**src/hw/rtl/assert_macros.svh**
```systemverilog
// assertion helpers for the parser core
`ifndef ASSERT_MACROS_SVH
`define ASSERT_MACROS_SVH

// same-cycle implication
`define TPP_ASSERT_IMP(label, clk, rst_n, ante, cons) \
  label: assert property (@(posedge clk) disable iff (!(rst_n)) (ante) |-> (cons)) \
    else $error("assertion failed");

// next-cycle implication
`define TPP_ASSERT_NXT(label, clk, rst_n, ante, cons) \
  label: assert property (@(posedge clk) disable iff (!(rst_n)) (ante) |=> (cons)) \
    else $error("assertion failed");

`endif

```
**src/hw/rtl/tpp_pkg.sv**
```systemverilog
package tpp_pkg;

  typedef enum logic [2:0] {
    PH_IDLE,
    PH_HDR,
    PH_AF_LEN,
    PH_AF_SKIP,
    PH_SC,
    PH_SID,
    PH_LEN,
    PH_EXT
  } tpp_phase_t;

  localparam logic [2:0] ST_NO_PES    = 3'd0;
  localparam logic [2:0] ST_NO_SC     = 3'd1;
  localparam logic [2:0] ST_PES_PLAIN = 3'd2;
  localparam logic [2:0] ST_PES_EXT   = 3'd3;
  localparam logic [2:0] ST_UNKNOWN   = 3'd4;
  localparam logic [2:0] ST_BAD_MARK  = 3'd5;
  localparam logic [2:0] ST_BAD_SYNC  = 3'd6;
  localparam logic [2:0] ST_TRUNC     = 3'd7;

  localparam logic [7:0]  TS_LEAD_BYTE = 8'h47;
  localparam logic [23:0] START_CODE   = 24'h000001;
  localparam logic [1:0]  EXT_MARKER   = 2'b10;

  localparam int NUM_KINDS = 5;
  localparam logic [7:0] KIND_ID   [NUM_KINDS] = '{8'hBD, 8'hBE, 8'hBF, 8'hC0, 8'hE0};
  localparam logic [7:0] KIND_MASK [NUM_KINDS] = '{8'hFF, 8'hFF, 8'hFF, 8'hE0, 8'hF0};
  localparam logic       KIND_EXT  [NUM_KINDS] = '{1'b1, 1'b0, 1'b0, 1'b1, 1'b1};

  typedef struct packed {
    tpp_phase_t  phase;
    logic [7:0]  pos;
    logic [7:0]  skip;
    logic [31:0] hdr;
    logic [23:0] sc;
    logic [7:0]  sid;
    logic [15:0] len;
    logic [13:0] flags;
  } tpp_state_t;

  typedef struct packed {
    logic [2:0]  status;
    logic [12:0] pid;
    logic        transport_error;
    logic        transport_prio;
    logic [1:0]  ts_scrambling;
    logic [1:0]  adapt_control;
    logic [3:0]  continuity;
    logic [7:0]  stream_kind;
    logic [15:0] pes_length;
    logic [13:0] pes_flag_bits;
    logic [7:0]  pes_hdr_length;
  } tpp_result_t;

endpackage

```
**src/hw/rtl/tpp_parse_step.sv**
```systemverilog
module tpp_parse_step import tpp_pkg::*; #(
  parameter int PACKET_BYTES = 188
) (
  input  logic        word_valid,
  input  logic [7:0]  data_byte,
  input  logic        packet_start,
  input  tpp_state_t  st,
  output tpp_state_t  st_nxt,
  output logic        res_valid,
  output tpp_result_t res
);

  localparam logic [7:0] PKT_LAST = 8'(PACKET_BYTES);

  function automatic tpp_result_t mk_result(tpp_state_t s, logic [2:0] code,
                                            logic [7:0] hlen);
    tpp_result_t r;
    r.status          = code;
    r.pid             = s.hdr[20:8];
    r.transport_error = s.hdr[23];
    r.transport_prio  = s.hdr[21];
    r.ts_scrambling   = s.hdr[7:6];
    r.adapt_control   = s.hdr[5:4];
    r.continuity      = s.hdr[3:0];
    r.stream_kind     = s.sid;
    r.pes_length      = s.len;
    r.pes_flag_bits   = s.flags;
    r.pes_hdr_length  = hlen;
    return r;
  endfunction

  tpp_state_t  s;
  tpp_result_t r;
  logic        n;
  logic        hit;
  logic        ext;
  logic        after_af;

  always_comb begin
    s        = st;
    r        = '0;
    n        = 1'b0;
    hit      = 1'b0;
    ext      = 1'b0;
    after_af = 1'b0;
    if (word_valid) begin
      if (packet_start) begin
        if (s.phase != PH_IDLE) begin
          r = mk_result(s, ST_TRUNC, 8'd0);
          n = 1'b1;
        end
        s       = '0;
        s.phase = PH_HDR;
      end
      if (s.phase != PH_IDLE) begin
        if (s.pos != 8'hFF) begin
          s.pos = s.pos + 8'd1;
        end
        case (s.phase)
          PH_HDR: begin
            if (s.skip < 8'd3) begin
              s.sc   = {s.sc[15:0], data_byte};
              s.skip = s.skip + 8'd1;
            end else begin
              s.hdr  = {s.sc, data_byte};
              s.sc   = '0;
              s.skip = '0;
              if (s.hdr[31:24] != TS_LEAD_BYTE) begin
                r       = mk_result(s, ST_BAD_SYNC, 8'd0);
                n       = 1'b1;
                s.phase = PH_IDLE;
              end else if (s.hdr[5]) begin
                s.phase = PH_AF_LEN;
              end else begin
                after_af = 1'b1;
              end
            end
          end
          PH_AF_LEN: begin
            s.skip = data_byte;
            if (data_byte == 8'd0) begin
              after_af = 1'b1;
            end else begin
              s.phase = PH_AF_SKIP;
            end
          end
          PH_AF_SKIP: begin
            s.skip = s.skip - 8'd1;
            if (s.skip == 8'd0) begin
              after_af = 1'b1;
            end
          end
          PH_SC: begin
            s.sc   = {s.sc[15:0], data_byte};
            s.skip = s.skip + 8'd1;
            if (s.skip >= 8'd3) begin
              if (s.sc != START_CODE) begin
                r       = mk_result(s, ST_NO_SC, 8'd0);
                n       = 1'b1;
                s.phase = PH_IDLE;
              end else begin
                s.phase = PH_SID;
              end
              s.sc   = '0;
              s.skip = '0;
            end
          end
          PH_SID: begin
            s.sid   = data_byte;
            s.phase = PH_LEN;
            s.skip  = '0;
            s.sc    = '0;
          end
          PH_LEN: begin
            if (s.skip == 8'd0) begin
              s.sc   = {16'd0, data_byte};
              s.skip = 8'd1;
            end else begin
              s.len  = {s.sc[7:0], data_byte};
              s.sc   = '0;
              s.skip = '0;
              for (int i = NUM_KINDS - 1; i >= 0; i--) begin
                if ((s.sid & KIND_MASK[i]) == KIND_ID[i]) begin
                  hit = 1'b1;
                  ext = KIND_EXT[i];
                end
              end
              if (!hit) begin
                r       = mk_result(s, ST_UNKNOWN, 8'd0);
                n       = 1'b1;
                s.phase = PH_IDLE;
              end else if (!ext) begin
                r       = mk_result(s, ST_PES_PLAIN, 8'd0);
                n       = 1'b1;
                s.phase = PH_IDLE;
              end else begin
                s.phase = PH_EXT;
              end
            end
          end
          PH_EXT: begin
            if (s.skip == 8'd0) begin
              if (data_byte[7:6] != EXT_MARKER) begin
                r       = mk_result(s, ST_BAD_MARK, 8'd0);
                n       = 1'b1;
                s.phase = PH_IDLE;
              end else begin
                s.sc   = {18'd0, data_byte[5:0]};
                s.skip = 8'd1;
              end
            end else if (s.skip == 8'd1) begin
              s.flags = {s.sc[5:0], data_byte};
              s.sc    = '0;
              s.skip  = 8'd2;
            end else begin
              r       = mk_result(s, ST_PES_EXT, data_byte);
              n       = 1'b1;
              s.phase = PH_IDLE;
            end
          end
          default: begin
            s.phase = PH_IDLE;
          end
        endcase
        if (after_af) begin
          if (!s.hdr[22]) begin
            r       = mk_result(s, ST_NO_PES, 8'd0);
            n       = 1'b1;
            s.phase = PH_IDLE;
          end else begin
            s.phase = PH_SC;
            s.skip  = '0;
            s.sc    = '0;
          end
        end
        if (s.phase != PH_IDLE && s.pos >= PKT_LAST && !n) begin
          r       = mk_result(s, ST_TRUNC, 8'd0);
          n       = 1'b1;
          s.phase = PH_IDLE;
        end
      end
    end
    st_nxt    = s;
    res_valid = n;
    res       = r;
  end

endmodule

```
**src/hw/rtl/ts_pes_header_parser_core.sv**
```systemverilog
// output: a result is registered into out_r, or into skid_r while out_r is held by out_stall
// throughput: one byte per cycle while in_stall is low; at most one result per byte
// a two-entry output (register plus skid) takes stalls; in_stall rises only when both are full
// reset: synchronous, active low; parser idle waiting for packet start, output empty
`include "assert_macros.svh"

module ts_pes_header_parser_core import tpp_pkg::*; #(
  parameter int PACKET_BYTES = 188
) (
  input  logic        clk,
  input  logic        rst_n,
  input  logic        in_valid,
  output logic        in_stall,
  input  logic [7:0]  in_data_byte,
  input  logic        in_packet_start,
  output logic        out_valid,
  input  logic        out_stall,
  output logic [2:0]  out_status,
  output logic [12:0] out_pid,
  output logic        out_transport_error,
  output logic        out_transport_prio,
  output logic [1:0]  out_ts_scrambling,
  output logic [1:0]  out_adapt_control,
  output logic [3:0]  out_continuity,
  output logic [7:0]  out_stream_kind,
  output logic [15:0] out_pes_length,
  output logic [13:0] out_pes_flag_bits,
  output logic [7:0]  out_pes_hdr_length
);

  tpp_state_t  st_r;
  tpp_state_t  st_nxt;
  logic        res_valid;
  tpp_result_t res;
  logic        in_accept;
  logic        take;

  tpp_result_t out_r;
  logic        out_v_r;
  tpp_result_t skid_r;
  logic        skid_v_r;

  assign in_stall  = skid_v_r;
  assign in_accept = in_valid && !skid_v_r;
  assign take      = out_v_r && !out_stall;

  tpp_parse_step #(
    .PACKET_BYTES(PACKET_BYTES)
  ) u_step (
    .word_valid  (in_accept),
    .data_byte   (in_data_byte),
    .packet_start(in_packet_start),
    .st          (st_r),
    .st_nxt      (st_nxt),
    .res_valid   (res_valid),
    .res         (res)
  );

  always_ff @(posedge clk) begin
    if (!rst_n) begin
      st_r     <= '0;
      out_v_r  <= 1'b0;
      skid_v_r <= 1'b0;
    end else begin
      st_r <= st_nxt;
      if (skid_v_r) begin
        if (take) begin
          out_r    <= skid_r;
          skid_v_r <= 1'b0;
        end
      end else if (!out_v_r || take) begin
        out_r   <= res;
        out_v_r <= res_valid;
      end else if (res_valid) begin
        skid_r   <= res;
        skid_v_r <= 1'b1;
      end
    end
  end

  assign out_valid           = out_v_r;
  assign out_status          = out_r.status;
  assign out_pid             = out_r.pid;
  assign out_transport_error = out_r.transport_error;
  assign out_transport_prio  = out_r.transport_prio;
  assign out_ts_scrambling   = out_r.ts_scrambling;
  assign out_adapt_control   = out_r.adapt_control;
  assign out_continuity      = out_r.continuity;
  assign out_stream_kind     = out_r.stream_kind;
  assign out_pes_length      = out_r.pes_length;
  assign out_pes_flag_bits   = out_r.pes_flag_bits;
  assign out_pes_hdr_length  = out_r.pes_hdr_length;

  `TPP_ASSERT_IMP(a_skid_behind_out, clk, rst_n, skid_v_r, out_v_r)
  `TPP_ASSERT_IMP(a_open_within_packet, clk, rst_n, st_r.phase != PH_IDLE,
                  st_r.pos < 8'(PACKET_BYTES))
  `TPP_ASSERT_NXT(a_idle_needs_start, clk, rst_n,
                  st_r.phase == PH_IDLE && !(in_accept && in_packet_start),
                  st_r.phase == PH_IDLE)

endmodule
```
**config.mk**
```make
export PLATFORM = sky130hd
export DESIGN_NAME = ts_pes_header_parser_core
export DESIGN_NICKNAME = d
export VERILOG_FILES = /design/src/hw/rtl/tpp_pkg.sv /design/src/hw/rtl/tpp_parse_step.sv /design/src/hw/rtl/ts_pes_header_parser_core.sv
export VERILOG_INCLUDE_DIRS = /design/src /design/src/hw/rtl
export SDC_FILE = /design/constraint.sdc
export NUM_CORES = 1
export LEC_CHECK = 0
export ABC_AREA = 1
export BUFFER_PORTS_ARGS = -buffer_cell sky130_fd_sc_hd__buf_2
export CAP_MARGIN = 20
export CORE_AREA = 2 2 303 245
export DETAILED_ROUTE_END_ITERATION = 7
export DIE_AREA = 0 0 305 247
export SKIP_CTS_REPAIR_TIMING = 1
export SYNTH_ARGS = -nofsm -noshare
export SYNTH_HDL_FRONTEND = slang
export SYNTH_SLANG_ARGS = --single-unit
```
**constraint.sdc**
```tcl
create_clock -name clk -period 10.8 [get_ports clk]
set_input_delay 0.54 -clock clk [delete_from_list [all_inputs] [get_ports clk]]
set_output_delay 0.54 -clock clk [all_outputs]
set_load 0.01 [all_outputs]
```
**Word level (Yosys, flattened, before mapping)**

Index checks and enable logic that the tools add are counted.

- Output and inout port bits: 74
- Register bits: 259
- Word-level logic and storage cells: 198

- Reductions and logical operators: 19
- Eq/ne operators: 18
- Order comparisons: 3
- $add $sub $neg: 3
- Bitwise gates (word level): 2
- Mux-type cells: 121

Operator list:

| kind | count |
|---|---|
| 72-bit 2-to-1 mux | 20 |
| 113-bit 2-to-1 mux | 3 |
| 72-bit case mux with 4 select lines | 1 |
| 24-bit 2-to-1 mux | 7 |
| 32-bit 2-to-1 mux | 4 |
| 24-bit case mux with 5 select lines | 1 |
| 8-bit 2-to-1 mux | 12 |
| 8-bit case mux with 7 select lines | 1 |
| 3-bit 2-to-1 mux | 17 |
| 1-bit 2-to-1 mux | 47 |
| 14-bit 2-to-1 mux | 3 |
| 16-bit 2-to-1 mux | 2 |
| 8-bit equality test, second input constant | 3 |
| 8-bit zero test | 3 |
| 24-bit by 1-bit inequality test with 1-bit output, second input constant | 1 |
| 3-bit case mux with 7 select lines | 1 |
| 8-bit by 1-bit adder with 8-bit output, second input constant | 2 |
| 3-bit equality test, second input constant | 5 |
| 3-bit nonzero test | 3 |
| 8-bit by 1-bit equality test with 1-bit output, second input constant | 1 |
| 8-bit by 2-bit >= comparator with 1-bit output, second input constant | 1 |
| 8-bit >= comparator, second input constant | 1 |
| 8-bit by 2-bit less-than comparator with 1-bit output, second input constant | 1 |
| 8-bit by 7-bit inequality test with 1-bit output, second input constant | 1 |
| 16 further kinds | 25 |

**Logic depth before layout (Yosys ltp)**

- Depth after elaboration: 29
- Depth in mapped cells: 24
- Gate-level depth less buffers: 21

**Cells and area by module**

Synthesis repeated with hierarchy kept, for this count alone.

- Cells, all modules: 2918
- Area total of the unflattened synthesis: 18476.5 µm²

By module, submodules not included:

| module | cells each | times used | area each (µm²) |
|---|---|---|---|
| tpp_parse_step | 2164 | 1 | 9878.2 |
| ts_pes_header_parser_core | 754 | 1 | 8598.2 |

**Worst setup path after synthesis**

Ideal clock, no wire load.

- Path type: input port to flip-flop
- Start: input port rst_n
- End: register out_r, in the netlist out_adapt_control[0], enable pin
- Arrival: 4.350 ns
- Library setup time: 0.526 ns
- Path slack: 5.923 ns
- Cell stages on the path: 3
- Path through: clkbuf_1 nand2_1 a21oi_1

- Longest elaborated chain between the ends: 1

RTL lines:

| item | line | RTL |
|---|---|---|
| from (decl) | ts_pes_header_parser_core.sv:11 | `input logic rst_n,` |
| 3-bit AND reduction (no source line) | n/a |  |
| to (signal assigned) | ts_pes_header_parser_core.sv:68 | `out_r <= skid_r;` |
| to (signal assigned) | ts_pes_header_parser_core.sv:72 | `out_r <= res;` |
| to (decl) | ts_pes_header_parser_core.sv:38 | `tpp_result_t out_r;` |

Every way passes these cells.
A chain may end at the register's enable or synchronous reset.

**Final worst setup path**

- Start: input port in_packet_start
- End: register skid_r[66] in the netlist's numbering, enable pin

- Longest elaborated chain between the ends: 26
- Elaborated cells on any way between the ends: 97

RTL lines:

| item | line | RTL |
|---|---|---|
| from (decl) | ts_pes_header_parser_core.sv:15 | `input logic in_packet_start,` |
| 113-bit 2-to-1 mux | tpp_parse_step.sv:47 | `if (packet_start) begin` |
| 113-bit 2-to-1 mux | tpp_parse_step.sv:46 | `if (word_valid) begin` |
| 4-bit equality test | tpp_parse_step.sv:123 | `if ((s.sid & KIND_MASK[i]) == KIND_ID[i]) begin` |
| 1-bit 2-to-1 mux (5 in a row) | tpp_parse_step.sv:123 |  |
| 1-bit 2-to-1 mux | tpp_parse_step.sv:115 | `if (s.skip == 8'd0) begin` |
| 1-bit 2-to-1 mux | tpp_parse_step.sv:59 | `case (s.phase)` |
| 1-bit 2-to-1 mux | tpp_parse_step.sv:55 | `if (s.phase != PH_IDLE) begin` |
| 1-bit 2-to-1 mux | tpp_parse_step.sv:46 |  |
| [6 not listed] | n/a |  |
| 3-bit 2-to-1 mux or 1-bit 2-to-1 mux (tied branches) | tpp_parse_step.sv:46, tpp_parse_step.sv:55 |  |
| 3-bit nonzero test or 1-bit 2-to-1 mux (tied branches) | tpp_parse_step.sv:176, tpp_parse_step.sv:46 |  |
| 1-bit logical AND or 1-bit zero test (tied branches) | tpp_parse_step.sv:176 | `if (s.phase != PH_IDLE && s.pos >= PKT_LAST && !n) begin` |
| 1-bit logical AND | tpp_parse_step.sv:176 |  |
| 1-bit 2-to-1 mux | tpp_parse_step.sv:176 |  |
| 1-bit 2-to-1 mux (*) | tpp_parse_step.sv:55 |  |
| 1-bit 2-to-1 mux (*) | tpp_parse_step.sv:46 |  |
| 4-bit AND reduction (no source line) (*) | n/a |  |
| to (signal assigned) | ts_pes_header_parser_core.sv:75 | `skid_r <= res;` |
| to (decl) | ts_pes_header_parser_core.sv:40 | `tpp_result_t skid_r;` |

Mark *: on every way between the ends. The rest lies on a longest branch, timed or not. The select of a mux whose other input is x is not followed.

==> impl_metrics.ini <==
[place]
dpl.hpwl_mm = 39.57
gp_congestion = 0.9652
post-place-ws_ns = 4.027
port-buffer-count = 86

[floorplan]
start_util_pct = 24.65
die_height_um = 247
design.die.area_um2 = 75340
number_of_cell_rows = 89
io-pin-count = 87
core_um2 = 72720
horizontal_die_dimension_um = 305

[synthesis]
syn_nets = 2766
netlist_instances = 2747
synth_edf_count = 144
ys_warn_count = 0
synth_sequential_area_ratio_pct = 36.07
synth_async_sr_flop_share_pct = 0
syn_avg_cell_area_um2 = 6.525
synthDistinctLibCells = 43
synth_top_flop_cell = edfxtp_1
mapped_cell_area_um2 = 17920
synth.ff_latch_count = 251

[cells_and_area]
layout-drive-gt1-share_pct = 9.018
multi_input_area_um2 = 9355
antenna_cells = 0
final-seq-area_um2 = 6467
n_fill_cell = 7957
finish.net_count = 2734
synthToLayoutAreaGrowth_pct = 12.14

[power]
internal_power_mw = 1.731
leakagePower_nw = 9.106
switchingPower_mw = 0.6403
clkPwrFrac_pct = 45.2
netSwitchingFraction_pct = 27.00
seqPwrFrac_pct = 44.4
vdd.ir_drop.worst_v = 0.00009779
power.combinational.fraction_pct = 10.3
power_density_nw_per_um2 = 118.0

[worst_setup_path]
critical_path_arrival_ns = 6.49
critPathKind = input pin to register
rr_worst_depth = 19
setup_slack_of_the_worst_register_to_register_path_ns = 5.44
crit-reg2reg-capture = skid_r[66]
worstPathRequired_ns = 11.01
rr_startpoint = st_r[94]
critPathLaunchType = input pin
worstSetupEndpointType = register
timing.critical_path.fanout_max = 83

[sta]
hold_viol = 0
finClkSkew_ns = 0.01745
worstMarginPinSlew_ns = 1.075
slew-limit-headroom_pct = 28.28
postLayoutSetupSlackWorst_ns = 4.526
post-route-period-util_pct = 58.09
max_freq_mhz = 159.4
min_period_ns = 6.274
timing.setup.tns_ns = 0
grt_setup_unrepaired = false
slew_violations = 0
final_setup_violating_endpoints = 0

[global_routing]
grt_util_all_layers_pct = 16.16
first_global_vias = 16320
grt_first_pass_wirelength_mm = 97.10
global_route.overflow_total = 0
grt_start_max_net_pins = 84
grt_antenna_before_repair = 2

[min_path]
worstHoldPathCells = 3
hold_path.class = input pin to register
timing.hold.worst.start = out_stall
whs_endpoint = out_valid

[route]
dr_total_vias = 18500
final_antenna_net_count = 0
total_wirelength_of_the_detailed_routed_design_mm = 63.16
post_drt_wl_per_cell_um = 17.10
vias_per_cell = 5.009
detailedRoute.firstPassIterationCount = 5
drt_iter0_drc = 2395
number_of_remaining_drc_errors = 0

[clocking]
clock-root-buffer = clkbuf_16
tritoncts_num_sinks = 251
ctsHtreeMaxLevel = 1
cts_buffer_count = 30
clkTransAtPathRegs_ns = 0.06
clock_tree_from_tritoncts = built
cts-root-to-sink-buffers = 3
clock_latency_ns = 0.59

[flow_run]
maxCapViolations = 0

[run_status]
outcome = finished clean
==> power by group through the flow <==
stage | clock network, mW | logic [mW] | registers, mW
floorplan | 0 | 0.158 | 1.08
global placement | 0 | 0.236 | 1.08
detailed placement | 0 | 0.238 | 1.07
CTS | 1.10 | 0.239 | 1.05
global route | 1.13 | 0.269 | 1.06
finish | 1.07 | 0.245 | 1.05
==> stage by stage <==
step / util [%] / power [mW] / instance area (um2) / hold slack (ns) / std cells
2_1_floorplan: - / 1.234 / 17920 / 0.4453 / 2747
3_3_place_gp: 26.18 / 1.311 / 19040 / 0.4541 / 3637
3_5_place_dp: 26.18 / 1.312 / 19040 / 0.4569 / 3637
4_1_cts: 27.60 / 2.391 / 20070 / 0.2723 / 3693
5_1_grt: 27.64 / 2.458 / 20100 / 0.2882 / 3694
6_report: 27.64 / 2.372 / 20100 / 0.3072 / 3694
==> area by class of cell <==
type	count	area share, %
Timing Repair Buffer	118	3.436
Clock inverter	19	1.077
Inverter	361	6.754
Tap cell	955	5.945
Multi-Input combinational cell	1953	46.54
Sequential cell	251	32.18
Clock buffer	37	4.071
==> critical path: stages <==
cell and delay, ns:
buf_2 0.09, buf_4 0.31, inv_2 0.62, buf_4 0.40, nand2_1 0.25, nand2_1 0.15
nor2_2 0.08, nand2_4 0.60, buf_4 0.68, nand2_1 0.21, nand2_1 0.13, nand2_1 0.08
nand3_1 0.10, nor2_1 0.07, nor2_2 0.11, nor2_2 0.06, nand2_2 0.10, nand2_4 0.22
nand3_1 0.18, nand3b_1 0.12, inv_2 0.57, buf_4 0.62
==> cells in the mapped netlist, types with 4 or more instances <==
cell	instances	share of area, %
edfxtp_1	144	24
clkbuf_1	126	2.6
inv_1	352	7.4
o2111ai_1	18	0.88
nand2_2	12	0.42
a31oi_1	4	0.14
inv_2	7	0.15
nand4_1	19	0.66
o211ai_1	132	5.5
xor2_1	4	0.20
ha_1	6	0.42
nand2_1	753	16
nor2_2	10	0.35
nand2_4	4	0.25
nor2_1	260	5.4
nand3_1	188	5.2
a21o_1	8	0.34
buf_6	5	0.31
buf_4	6	0.25
o22ai_1	16	0.56
buf_1	16	0.34
a21oi_1	105	2.9
buf_2	27	0.75
o21ai_0	340	9.5
dfxtp_1	107	12
nand3_2	24	1.3
o21ai_1	9	0.25
o221ai_1	5	0.24
nor3_1	13	0.36
==> cells by family after synthesis <==
family,Yosys count,synth area share (%)
AOI/OAI and AO/OA,645,20.73
and+or+nand+nor,1296,30.46
buffers and inverters,543,12.02
DFF,251,36.07
xor gates and xnor gates,6,0.2932
adders and majority gates,6,0.4188
==> flip-flops by register name, indices dropped and copies added, names as in the netlist <==
register,count
st_r,105
skid_r,72
out_pes_length,16
out_pes_flag_bits,14
out_pid,13
out_pes_hdr_length,8
out_stream_kind,8
out_continuity,4
out_status,3
out_adapt_control,2
out_ts_scrambling,2
in_stall,1
out_transport_error,1
out_transport_prio,1
out_valid,1
==> metal layers <==
metal | GRT usage, % | up-vias | share of wire [%]
met1 | 23.22 | 8515 | 45
met5 | 0 | - | 0.036
met4 | 4.849 | 4 | 3.0
li1 | - | 9008 | -
met3 | 3.308 | 120 | 10
met2 | 24.15 | 855 | 42
==> worst max-delay path by stage <==
stage | start | endpoint | cells after the start
2_1_floorplan | rst_n | out_adapt_control[0] | 3
3_3_place_gp | in_packet_start | skid_r[66] | 22
3_5_place_dp | in_packet_start | skid_r[59] | 22
4_1_cts | in_packet_start | skid_r[66] | 22
5_1_grt | in_packet_start | skid_r[66] | 22
6_report | in_packet_start | skid_r[66] | 22
==> cell usage in the layout, fill, tap and decap left out, types with 5 or more instances in the layout <==
cell / synthesis / layout
a21o_1: 8 / 8
a21oi_1: 105 / 104
buf_2: 27 / 86
buf_4: 6 / 31
clkbuf_16: 0 / 31
clkinv_2: 0 / 6
dfxtp_1: 107 / 106
edfxtp_1: 144 / 144
ha_1: 6 / 6
inv_1: 352 / 351
inv_2: 7 / 7
nand2_1: 753 / 748
nand2_2: 12 / 15
nand2_4: 4 / 6
nand3_1: 188 / 188
nand3_2: 24 / 24
nand4_1: 19 / 19
nor2_1: 260 / 257
nor2_2: 10 / 11
nor2_4: 3 / 5
nor3_1: 13 / 13
o2111ai_1: 18 / 18
o211ai_1: 132 / 132
o21ai_0: 340 / 339
o21ai_1: 9 / 10
o221ai_1: 5 / 5
o22ai_1: 16 / 16
Power figures use the tool's default switching activity.
